===== config.mk =====
export PLATFORM = sky130hd
export DESIGN_NAME = button_debounce_click_detector
export DESIGN_NICKNAME = d
export VERILOG_FILES = /design/src/design/bdc_pkg.sv /design/src/design/button_debounce_click_detector.sv /design/src/design/bdc_step.sv
export SDC_FILE = /design/constraint.sdc
export NUM_CORES = 1
export LEC_CHECK = 0
export ABC_AREA = 1
export ABC_CLOCK_PERIOD_IN_PS = 6100
export BUFFER_PORTS_ARGS = -buffer_cell sky130_fd_sc_hd__buf_2
export CAP_MARGIN = 40
export CORE_UTILIZATION = 56
export CTS_CLUSTER_DIAMETER = 120
export DETAILED_ROUTE_END_ITERATION = 16
export GPL_ROUTABILITY_DRIVEN = 0
export PLACE_DENSITY_LB_ADDON = 0.12
export SYNTH_ARGS = -nofsm -noshare
export SYNTH_HDL_FRONTEND = slang
export SYNTH_SLANG_ARGS = --single-unit

===== constraint.sdc =====
create_clock -name clk -period 6.1 [get_ports clk]
set_input_delay 0.305 -clock clk [delete_from_list [all_inputs] [get_ports clk]]
set_output_delay 0.305 -clock clk [all_outputs]
set_load 0.02 [all_outputs]

===== src/design/bdc_pkg.sv =====
// ----------------------------------------------------------------------------
// bdc_pkg: shared types and constants for the button debounce click detector
// Timer and tick widths, register indexes, state, config and event bundles,
// and the saturating timer add.
// ----------------------------------------------------------------------------
package bdc_pkg;

  localparam int TIMER_WIDTH = 16;
  localparam int TICK_WIDTH  = 8;
  localparam int DELAY_WIDTH = 16;
  localparam int SUM_WIDTH   = ((TIMER_WIDTH > TICK_WIDTH) ? TIMER_WIDTH : TICK_WIDTH) + 1;
  localparam int CMP_WIDTH   = (TIMER_WIDTH > DELAY_WIDTH) ? TIMER_WIDTH : DELAY_WIDTH;

  localparam int IN_TDATA_WIDTH  = ((TICK_WIDTH + 1 + 7) / 8) * 8;
  localparam int OUT_TDATA_WIDTH = 8;
  localparam int CFG_ADDR_WIDTH  = 3;
  localparam int CFG_DATA_WIDTH  = 16;

  // Register indexes
  localparam logic [CFG_ADDR_WIDTH-1:0] REG_DEBOUNCE_DELAY = 3'd0;
  localparam logic [CFG_ADDR_WIDTH-1:0] REG_DOUBLE_DELAY   = 3'd1;
  localparam logic [CFG_ADDR_WIDTH-1:0] REG_LONG_DELAY     = 3'd2;
  localparam logic [CFG_ADDR_WIDTH-1:0] REG_RELEASED_LEVEL = 3'd3;
  localparam logic [CFG_ADDR_WIDTH-1:0] REG_EVENTS_LOCKED  = 3'd4;

  // Settled level codes
  localparam logic [1:0] LVL_LOW     = 2'd0;
  localparam logic [1:0] LVL_HIGH    = 2'd1;
  localparam logic [1:0] LVL_UNKNOWN = 2'd2;

  localparam logic [TIMER_WIDTH-1:0] TIMER_MAX = {TIMER_WIDTH{1'b1}};

  typedef logic [TIMER_WIDTH-1:0] timer_t;
  typedef logic [TICK_WIDTH-1:0]  tick_t;

  typedef struct packed {
    logic [DELAY_WIDTH-1:0] settle_wait;
    logic [DELAY_WIDTH-1:0] click_window;
    logic [DELAY_WIDTH-1:0] hold_wait;
    logic                   released_level;
  } cfg_t;

  typedef struct packed {
    logic [1:0] settled_level;
    logic       debounce_active;
    timer_t     debounce_elapsed;
    timer_t     click_elapsed;
    timer_t     press_elapsed;
    logic       pressed;
    logic       long_pressed;
    logic       clicked;
    logic       double_clicked;
    logic       click_pending;
  } state_t;

  // Bit order matches out_tdata, highest first
  typedef struct packed {
    logic release_click;
    logic release_event;
    logic double_click;
    logic press_event;
    logic long_hold;
    logic delayed_click;
  } events_t;

  // Register defaults: 20, 400 and 1000 ticks, released level high
  localparam cfg_t CFG_RESET = {DELAY_WIDTH'(20), DELAY_WIDTH'(400), DELAY_WIDTH'(1000), 1'b1};

  // Cleared state with the settled level unknown (settled_level is the top field)
  localparam state_t STATE_RESET = {LVL_UNKNOWN, {($bits(state_t)-2){1'b0}}};

  function automatic timer_t sat_add(timer_t a, tick_t t);
    logic [SUM_WIDTH-1:0] s;
    s = SUM_WIDTH'(a) + SUM_WIDTH'(t);
    if (s > SUM_WIDTH'(TIMER_MAX)) begin
      return TIMER_MAX;
    end
    return TIMER_WIDTH'(s);
  endfunction

  function automatic logic timer_ge(timer_t t, logic [DELAY_WIDTH-1:0] d);
    return CMP_WIDTH'(t) >= CMP_WIDTH'(d);
  endfunction

endpackage


===== src/design/button_debounce_click_detector.sv =====
// ----------------------------------------------------------------------------
// button_debounce_click_detector: debounced button with click event flags
// One poll in, one set of event flags out; press, release, long hold,
// double click, delayed single click and click on release.
// ----------------------------------------------------------------------------
//  channel | direction | handshake          | payload
//  --------+-----------+--------------------+-------------------------------
//  in_     | slave     | tvalid / tready    | tdata: tick_count, raw_level
//  out_    | master    | tvalid / tready    | tdata: six event flags
//  cfg_    | write     | cfg_we             | cfg_addr, cfg_wdata
//
// An item accepted at an edge has its result in the output register after
// that same edge; a new item is taken every cycle unless the output stalls.
// The state update of a poll is a single pass through bdc_step.
// Reset (rst_n low, synchronous) restores register defaults and clears state;
// the settled level starts unknown.
// A stalled result holds in the output register and blocks input until taken.
// ----------------------------------------------------------------------------
module button_debounce_click_detector (
  input  logic                                 clk,
  input  logic                                 rst_n,
  input  logic                                 in_tvalid,
  output logic                                 in_tready,
  // [7:0] tick_count, [8] raw_level, rest zero
  input  logic [bdc_pkg::IN_TDATA_WIDTH-1:0]   in_tdata,
  output logic                                 out_tvalid,
  input  logic                                 out_tready,
  // [0] delayed_click, [1] long_hold, [2] press_event, [3] double_click,
  // [4] release_event, [5] release_click, [7:6] zero
  output logic [bdc_pkg::OUT_TDATA_WIDTH-1:0]  out_tdata,
  input  logic                                 cfg_we,
  input  logic [bdc_pkg::CFG_ADDR_WIDTH-1:0]   cfg_addr,
  input  logic [bdc_pkg::CFG_DATA_WIDTH-1:0]   cfg_wdata
);
  import bdc_pkg::*;

  cfg_t    cfg_r;
  logic    lock_r;
  state_t  state_r;
  state_t  state_nxt;
  events_t ev_nxt;
  events_t ev_r;
  logic    out_valid_r;
  logic    in_accept;

  // Output register frees up when empty or being drained this cycle
  assign in_tready  = !out_valid_r || out_tready;
  assign in_accept  = in_tvalid && in_tready;
  assign out_tvalid = out_valid_r;
  assign out_tdata  = OUT_TDATA_WIDTH'(ev_r);

  // Configuration registers; indexes past the list are dropped
  always_ff @(posedge clk) begin
    if (!rst_n) begin
      cfg_r  <= CFG_RESET;
      lock_r <= 1'b0;
    end else if (cfg_we) begin
      case (cfg_addr)
        REG_DEBOUNCE_DELAY: cfg_r.settle_wait    <= cfg_wdata[DELAY_WIDTH-1:0];
        REG_DOUBLE_DELAY:   cfg_r.click_window   <= cfg_wdata[DELAY_WIDTH-1:0];
        REG_LONG_DELAY:     cfg_r.hold_wait      <= cfg_wdata[DELAY_WIDTH-1:0];
        REG_RELEASED_LEVEL: cfg_r.released_level <= cfg_wdata[0];
        REG_EVENTS_LOCKED:  lock_r               <= cfg_wdata[0];
        default: ;
      endcase
    end
  end

  // Poll logic: debounce and event state machine
  bdc_step u_step (
    .cur   (state_r),
    .cfg   (cfg_r),
    .ticks (in_tdata[TICK_WIDTH-1:0]),
    .level (in_tdata[TICK_WIDTH]),
    .nxt   (state_nxt),
    .ev    (ev_nxt)
  );

  // Advance state on each accepted item
  always_ff @(posedge clk) begin
    if (!rst_n) begin
      state_r <= STATE_RESET;
    end else if (in_accept) begin
      state_r <= state_nxt;
    end
  end

  // Result register: load on accept, drop when taken
  always_ff @(posedge clk) begin
    if (!rst_n) begin
      out_valid_r <= 1'b0;
    end else if (in_accept) begin
      out_valid_r <= 1'b1;
    end else if (out_tready) begin
      out_valid_r <= 1'b0;
    end
  end

  // Hold all events at zero while locked
  always_ff @(posedge clk) begin
    if (in_accept) begin
      ev_r <= lock_r ? '0 : ev_nxt;
    end
  end

  // A poll never reports press and release together
  a_press_xor_release: assert property (@(posedge clk) disable iff (!rst_n)
    out_valid_r |-> !(ev_r.press_event && ev_r.release_event))
    else $error("press and release in one item");

  // A double click is only reported on a release
  a_double_on_release: assert property (@(posedge clk) disable iff (!rst_n)
    (out_valid_r && ev_r.double_click) |-> ev_r.release_event)
    else $error("double click without release");

  // A shown press leaves the settled level at the pressed level
  a_press_settled: assert property (@(posedge clk) disable iff (!rst_n)
    (out_valid_r && ev_r.press_event) |->
      (state_r.settled_level == (cfg_r.released_level ? LVL_LOW : LVL_HIGH)))
    else $error("press event without pressed level");

  // A shown long hold leaves the long-pressed flag set
  a_long_flag: assert property (@(posedge clk) disable iff (!rst_n)
    (out_valid_r && ev_r.long_hold) |-> state_r.long_pressed)
    else $error("long hold without flag");

  // Locked block shows no events
  a_lock_quiet: assert property (@(posedge clk) disable iff (!rst_n)
    (in_accept && lock_r) |=> (ev_r == '0))
    else $error("event while locked");

endmodule


===== src/design/bdc_step.sv =====
// ----------------------------------------------------------------------------
// bdc_step: next-state and event logic for one poll
// Debounce, then the press / release / click state machine on accepted levels.
// ----------------------------------------------------------------------------
module bdc_step (
  input  bdc_pkg::state_t  cur,
  input  bdc_pkg::cfg_t    cfg,
  input  bdc_pkg::tick_t   ticks,
  input  logic             level,
  output bdc_pkg::state_t  nxt,
  output bdc_pkg::events_t ev
);
  import bdc_pkg::*;

  always_comb begin
    logic accepted;
    logic is_released;
    logic suppress;
    logic [1:0] lvl_code;

    nxt         = cur;
    ev          = '0;
    accepted    = 1'b0;
    suppress    = 1'b0;
    lvl_code    = level ? LVL_HIGH : LVL_LOW;
    is_released = (level == cfg.released_level);

    // Debounce
    if (cur.debounce_active) begin
      nxt.debounce_elapsed = sat_add(cur.debounce_elapsed, ticks);
      accepted = timer_ge(nxt.debounce_elapsed, cfg.settle_wait);
      if (accepted) begin
        nxt.debounce_active = 1'b0;
      end
    end else if (lvl_code == cur.settled_level) begin
      accepted = 1'b1;
    end else begin
      nxt.debounce_active  = 1'b1;
      nxt.debounce_elapsed = '0;
    end

    if (accepted) begin
      if (cur.settled_level == LVL_UNKNOWN) begin
        nxt.settled_level = lvl_code;
      end else begin
        nxt.click_elapsed = sat_add(cur.click_elapsed, ticks);
        if (timer_ge(nxt.click_elapsed, cfg.click_window)) begin
          ev.delayed_click  = cur.click_pending;
          nxt.click_pending = 1'b0;
          nxt.clicked       = 1'b0;
        end
        nxt.press_elapsed = sat_add(cur.press_elapsed, ticks);
        if (!is_released && cur.pressed && !cur.long_pressed &&
            timer_ge(nxt.press_elapsed, cfg.hold_wait)) begin
          nxt.long_pressed = 1'b1;
          ev.long_hold     = 1'b1;
        end
        if (lvl_code != cur.settled_level) begin
          nxt.settled_level = lvl_code;
          if (!is_released) begin
            nxt.press_elapsed = '0;
            nxt.pressed       = 1'b1;
            ev.press_event    = 1'b1;
          end else begin
            // Release: short press counts as a click, second one as double
            if (!nxt.pressed || timer_ge(nxt.press_elapsed, cfg.click_window)) begin
              nxt.clicked = 1'b0;
            end else begin
              if (!nxt.clicked ||
                  timer_ge(nxt.click_elapsed, cfg.click_window)) begin
                nxt.double_clicked = 1'b0;
              end else begin
                nxt.click_pending  = 1'b0;
                nxt.double_clicked = 1'b1;
                ev.double_click    = 1'b1;
              end
              if (nxt.double_clicked) begin
                nxt.clicked = 1'b0;
              end else begin
                nxt.click_elapsed = '0;
                nxt.clicked       = 1'b1;
                nxt.click_pending = 1'b1;
              end
            end
            suppress           = nxt.long_pressed || nxt.clicked || nxt.double_clicked;
            nxt.pressed        = 1'b0;
            nxt.double_clicked = 1'b0;
            nxt.long_pressed   = 1'b0;
            ev.release_event   = 1'b1;
            ev.release_click   = !suppress;
          end
        end
      end
    end
  end

endmodule


==> impl_metrics.env, run 1 <==
export IMPL_critPathLaunchType="register"
export IMPL_yosysUniqueCellTypes=40
export IMPL_antenna_left=0
export IMPL_clockBufferDepth=2
export IMPL_leakage_nw=3.835
export IMPL_clock_sinks=112
export IMPL_wl_per_cell_um=14.30
export IMPL_ys_async_sr_fraction_pct=0
export IMPL_p_sw_mw=0.4667
export IMPL_synth_main_ff_cell="dfxtp_1"
export IMPL_portBuffers=40
export IMPL_fin_ws_ps=1935
export IMPL_synth_warnings=0
export IMPL_synthTopCellsByArea="dfxtp_1 28%, ha_1 14%, nand2_1 13%, a21oi_1 9.2%, inv_1 7.4%"
export IMPL_comb_power_share_pct=15.4
export IMPL_htree_levels=3
export IMPL_root_buffer="clkbuf_16"
export IMPL_multi_input_area_um2=4559
export IMPL_worstPathArrival_ps=4460
export IMPL_yosysTopAreaCell="dfxtp_1"
export IMPL_tns_ps=0
export IMPL_synth_area_um2=7627
export IMPL_nFillCells=1265
export IMPL_grt_pass1_wl_mm=30.88
export IMPL_clock_latency_ps=360
export IMPL_die_x_um=118.7
export IMPL_drtIter0Drc=523
export IMPL_met3_usage_pct=4.971
export IMPL_ys_seq_elements=112
export IMPL_rsz0062_at_grt="false"
export IMPL_critPathKind="reg -> reg"
export IMPL_grt_max_degree=65
export IMPL_area_growth_synth_to_final_pct=7.694
export IMPL_final_min_clock_period_ps=4165
export IMPL_internal_power_mw=1.138
export IMPL_drive_above_1_share_pct=8.208
export IMPL_slew_headroom_pct=49.57
export IMPL_grt_overflow_total=0
export IMPL_core_area_um2=13240
export IMPL_initial_utilization_pct=57.60
export IMPL_clkTransAtPathRegs_ps=80
export IMPL_dpl_hpwl_mm=14.08
export IMPL_syn_area_per_cell_um2=6.921
export IMPL_grt_total_usage_pct=27.77
export IMPL_finalPower_mw=1.605
export IMPL_hold_viol_final=0
export IMPL_grt_pass1_vias=6246
export IMPL_place_ws_ps=1823
export IMPL_met1_usage_pct=36.53
export IMPL_setup_viol=0
export IMPL_via_per_inst=5.324
export IMPL_fin_util_pct=62.03
export IMPL_yosysTopAreaCellShare_pct=27.82
export IMPL_tightest_slew_ps=756.3
export IMPL_timing_fmax_mhz=240.1
export IMPL_cp_required_ps=6390
export IMPL_drc=0
export IMPL_synth_edff_count=6
export IMPL_ios=50
export IMPL_grt_use_met2_pct=46.09
export IMPL_postCtsSetupRepairBufs=0
export IMPL_synthCells=1102
export IMPL_antenna_found_initial=0
export IMPL_p_clk_share_pct=36.9
export IMPL_die_height_um=118.7
export IMPL_critPathMaxFanout=17
export IMPL_drv_cap=0
export IMPL_top_usage_layer="met2"
export IMPL_seq_area_um2=2302
export IMPL_dr_pass1_iters=5
export IMPL_outcome="finished, final reports clean"
export IMPL_num_vias=6969
export IMPL_antenna_cells=0
export IMPL_worstHoldPathType="in -> reg"
export IMPL_skew_ps=10.81
export IMPL_drv_slew=0
export IMPL_cts_buffers=9
export IMPL_final_cell_area_um2=8214
export IMPL_timing_final_crit_share_pct=68.28
export IMPL_cts_tree="built"
export IMPL_nets=1259
export IMPL_p_per_area_nw_per_um2=195.3
export IMPL_rows=42
export IMPL_switching_share_pct=29.08
export IMPL_seqPwrFrac_pct=47.7
export IMPL_die_area_um2=14090
export IMPL_cts_resized=0
export IMPL_cts_hold_buffers=0
export IMPL_drt_wl_total_mm=18.71
export IMPL_postPlaceCellArea_um2=7924
export IMPL_ys_seq_area_share_pct=30.18
export IMPL_end_kind="register"
export IMPL_ir_drop_v=0.0001289
==> power groups by stage <==
stage	registers, mW	logic [mW]	clock network [mW]
final	0.766	0.247	0.592
after global routing	0.768	0.281	0.634
after CTS	0.766	0.247	0.609
after detailed placement	0.783	0.245	0
after global placement	0.783	0.240	0
after floorplan	0.784	0.175	0
==> cell families (layout without fill, tap and decap cells) <==
family / count (synthesis) / in the layout / share of synthesized area (%)
other cells: 1 / 2 / 0.04917
fa+ha+maj: 91 / 91 / 15.22
xor+xnor: 20 / 20 / 2.297
flops: 112 / 112 / 30.18
buf+inv: 188 / 218 / 10.09
simple gates: 449 / 449 / 25.34
compound gates: 241 / 241 / 16.81
==> per-layer routing <==
layer | share of wire [%] | up-vias
li1 | - | 3687
met1 | 48 | 3119
met2 | 47 | 134
met3 | 3.6 | 29
met4 | 2.0 | 0
met5 | 0 | -
==> final cells by class <==
type / count / area share, %
multi-input cells: 803 / 55.51
flip-flops and latches: 112 / 28.03
inverters: 155 / 7.083
repair buffers: 47 / 3.168
clock buffers: 11 / 2.955
well taps: 176 / 2.681
clock inverters: 5 / 0.5788
==> cells in the final DEF, fill, tap and decap left out, types with 8 or more instances in the layout <==
cell type / n
a21oi_1: 140
buf_2: 40
clkbuf_16: 9
dfxtp_1: 106
ha_1: 88
inv_1: 150
nand2_1: 257
nand2_2: 11
nand3_1: 70
nand4_1: 8
nor2_1: 71
nor3_1: 15
o211ai_1: 13
o21ai_0: 70
xnor2_1: 12
xor2_1: 8
==> final timing paths <==
path	startpoint	end	slack (ps)	depth (start not counted)
worst min-delay path	cfg_wdata[6]	cfg_r[7]	190	3
worst max-delay path	state_r[37]	state_r[22]	1930	19
worst max register to register	state_r[37]	state_r[22]	1930	19
worst min register to register	state_r[0]	state_r[0]	460	2
==> critical path, cell delays in order, from the launching register on <==
cell,delay (ps)
dfxtp_1,340
ha_1,160
inv_1,50
fa_1,450
o21ai_2,210
a21oi_1,130
nor3_2,200
nand2_2,240
nand3_1,190
ha_1,270
a21oi_1,170
nand2_1,70
a21oi_1,230
nand4_2,190
nand2_2,140
nor2_4,40
inv_1,430
buf_4,340
nand2_1,80
a21oi_1,140
==> cells in the mapped netlist, types with 2 or more instances <==
cell      instances
nand2_2          11
nor2_1           71
nand2_1         257
o211ai_1         13
o21ai_0          70
inv_1           150
nand3_1          70
edfxtp_1          6
buf_2             5
a21o_1            6
xor2_1            8
nor3_2            5
nand3_2           4
clkbuf_1         16
o21ai_2           3
ha_1             88
a21oi_1         140
nand4_1           8
buf_4             5
inv_2             4
fa_1              3
dfxtp_1         106
buf_6             5
nor2_4            2
o21ai_1           2
nor3_1           15
xnor2_1          12
o21bai_1          5
==> state kept, by name, indices dropped and copies added, names as in the netlist <==
register / count
cfg_r: 49
lock_r: 1
out_tdata: 6
out_tvalid: 1
state_r: 55
==> per-stage QoR <==
step	std cells	hold WS, ps
after floorplan	1103	424.3
after global placement	1291	448.0
after detailed placement	1293	455.2
after CTS	1309	183.7
after global routing	1309	221.8
final	1309	194.7
No activity file was read; power rests on OpenSTA's default activity.
==> run 2: changes to the inputs <==
ABC_AREA = 0   (was 1)
ABC_CLOCK_PERIOD_IN_PS = 4000   (was 6100)
clock period = 4 ns   (was 6.1 ns; I/O delays follow)
==> impl_metrics.env, run 2 <==
export IMPL_outcome="finished with violations"
export IMPL_violations="negative setup slack"
export IMPL_critical_path_buf_inv_count=5
export IMPL_r2r_cells=21
export IMPL_final_min_clock_period_ps=4081
export IMPL_crit_top_cell="buf_6"
export IMPL_drive_above_1_share_pct=25.65
export IMPL_critPathMaxFanout=5
export IMPL_die_x_um=117.4
export IMPL_min_delay_start="in_tvalid"
export IMPL_antenna_left=0
export IMPL_cts_hold_buffers=0
export IMPL_initial_utilization_pct=58.33
export IMPL_drt_wl_total_mm=22.61
export IMPL_cts_buffers=9
export IMPL_drv_cap=0
export IMPL_synthTopCellsByArea="dfxtp_1 28%, ha_1 15%, nand2_1 7.7%, a21oi_1 6.0%, inv_1 3.1%"
export IMPL_r2r_slack_ps=-80
export IMPL_clkTransAtPathRegs_ps=80
export IMPL_slowest_delay_ps=380
export IMPL_cp_required_ps=4290
export IMPL_yosysTopAreaCell="dfxtp_1"
export IMPL_largest_reg_flops=55
export IMPL_end_kind="register"
export IMPL_area_growth_synth_to_final_pct=23.09
export IMPL_die_height_um=117.4
export IMPL_worstPathArrival_ps=4370
export IMPL_grt_max_degree=54
export IMPL_rows=41
export IMPL_holdPathStages=3
export IMPL_synth_area_um2=7451
export IMPL_rsz0062_at_grt="true"
export IMPL_leakage_nw=3.982
export IMPL_timing_fmax_mhz=245.0
export IMPL_hold_viol_final=0
export IMPL_fin_util_pct=71.80
export IMPL_synth_commonest_cells="152 x nand2_1, 106 x dfxtp_1, 89 x a21oi_1"
export IMPL_drv_slew=0
export IMPL_ys_seq_area_share_pct=30.90
export IMPL_final_common_cell="nand2_1"
export IMPL_critPathLaunchType="register"
export IMPL_antenna_cells=0
export IMPL_ios=50
export IMPL_dpl_hpwl_mm=16.64
export IMPL_drc=0
export IMPL_cpMaxStageDelayCell="fa_2"
export IMPL_hold_end="out_tvalid"
export IMPL_root_buffer="clkbuf_16"
export IMPL_core_area_um2=12770
export IMPL_setup_viol=15
export IMPL_ys_seq_elements=112
export IMPL_synth_warnings=0
export IMPL_antenna_found_initial=0
export IMPL_syn_area_per_cell_um2=8.161
export IMPL_synthCells=913
export IMPL_critical_path_top_delay_family="compound AO/OA/AOI/OAI gates"
export IMPL_drtIter0Drc=723
export IMPL_htree_levels=3
export IMPL_die_area_um2=13770
export IMPL_grt_total_usage_pct=32.43
export IMPL_final_cell_mix="148 x nand2_1, 103 x dfxtp_1, 100 x buf_4"
export IMPL_regMostFlops="state_r"
export IMPL_fin_ws_ps=-81.42
export IMPL_worstReg2RegStart="state_r[37]"
export IMPL_clock_sinks=112
export IMPL_dpl_cell_count=1166
export IMPL_tns_ps=-653.0
export IMPL_via_per_inst=6.080
export IMPL_dr_pass1_iters=6
export IMPL_slew_headroom_pct=46.51
export IMPL_grt_overflow_total=0
export IMPL_num_vias=7399
export IMPL_wl_per_cell_um=18.58
export IMPL_synth_edff_count=6
export IMPL_grt_pass1_wl_mm=35.32
export IMPL_crit_path_cell_trace="ha_4, inv_2, fa_2, nor2b_4, o21ai_2, a21oi_2, o211a_1, buf_6, buf_4, and3b_1, nor2_2, ha_4, o2111ai_4, a311oi_2, nor2_2, a311oi_2, o21ai_2, buf_6, buf_6, or3_4, a21oi_2"
export IMPL_skew_ps=8.144
export IMPL_critPathKind="reg -> reg"
export IMPL_yosysUniqueCellTypes=72
export IMPL_timing_final_crit_share_pct=102.0
export IMPL_yosysTopAreaCellShare_pct=28.48
export IMPL_worstHoldPathType="in -> reg"
export IMPL_synth_most_common_cell="nand2_1"
export IMPL_clock_latency_ps=360
export IMPL_ir_drop_v=0.0003577
export IMPL_synth_main_ff_cell="dfxtp_1"
export IMPL_r2r_end="state_r[5]"
export IMPL_portBuffers=40
export IMPL_clockBufferDepth=2
export IMPL_grt_pass1_vias=7010
export IMPL_final_cells=1217
export IMPL_tightest_slew_ps=799.3
export IMPL_cts_tree="built"
export IMPL_p_per_area_nw_per_um2=269.8
export IMPL_ys_async_sr_fraction_pct=0
export IMPL_nets=1171
[run 2: cell count changes after synthesis, sizes merged, moves of 17 or more]
cell	previous run	this run
nand2	268	157
nor2	74	51
a22o	0	22
o21ai	75	41
inv	154	61
nand3	74	27
a31oi	0	17
a21oi	140	95
[run 2: through the flow]
| stage | cell area [um2] | hold WS [ps] | total power, mW | worst slack, ps |
|---|---|---|---|---|
| 5_1_grt | 9171 | 98.15 | 2.566 | -184.6 |
| 3_3_place_gp | 8259 | 445.1 | 1.541 | -226.6 |
| 6_report | 9171 | 101.5 | 2.475 | -81.42 |
| 2_1_floorplan | 7455 | 325.1 | 1.413 | 54.45 |
| 3_5_place_dp | 8267 | 447.0 | 1.554 | -436.3 |
| 4_1_cts | 8766 | 88.48 | 2.446 | 0.7350 |
[run 2: area by class of cell]
class | count | area (um2)
clock buffer | 10 | 229.0
clock inverter | 6 | 57.56
fill | 976 | 3602
inverter | 61 | 229.0
multi-input combinational | 705 | 5034
sequential | 112 | 2306
tap | 172 | 215.2
timing repair buffer | 151 | 1101
[run 2: cell families after synthesis]
kind of cell             count (synthesis)  share of synthesized area [%]
XOR/XNOR                                25                          2.939
AO/OA/AOI/OAI                          268                          24.47
multiplexers                             4                         0.5542
buffers and inverters                   97                          5.575
AND/OR/NAND/NOR                        315                          19.93
other                                    1                        0.05033
adder cells (fa/ha/maj)                 91                          15.58
flip-flops                             112                          30.90
[run 2: worst max path at each step]
stage | startpoint | to | slack, ps | depth (start not counted)
floorplan | state_r[5] | state_r[24] | 50 | 19
global placement | in_tdata[0] | state_r[23] | -230 | 20
detailed placement | in_tdata[0] | state_r[35] | -440 | 20
CTS | state_r[37] | state_r[5] | 0.7 | 20
global route | state_r[37] | state_r[5] | -180 | 21
finish | state_r[37] | state_r[5] | -80 | 21
[run 2: power by group]
group	leakage [nW]	internal [mW]	switching [mW]
Clock	0.141	0.440	0.454
Combinational	2.92	0.168	0.253
Sequential	0.920	1.15	0.0139
[run 2: worst min-delay path: cells and delay by family]
kind,cells,cell delay [ps]
buf+inv,2,160
compound gates,1,50
[run 2: timing repair]
item,in CTS,in global routing
gates resized for setup,32,65
setup buffers,14,22
pin swaps,15,40
gates cloned,1,0
setup endpoints to repair,40,42
[run 2: per-layer routing]
layer | track usage [%] | vias to the layer above | share of wire (%)
li1 | - | 3503 | -
met1 | 42.12 | 3545 | 43
met2 | 53.18 | 300 | 46
met3 | 6.615 | 51 | 7.7
met4 | 11.36 | 0 | 2.9
met5 | 0 | - | 0
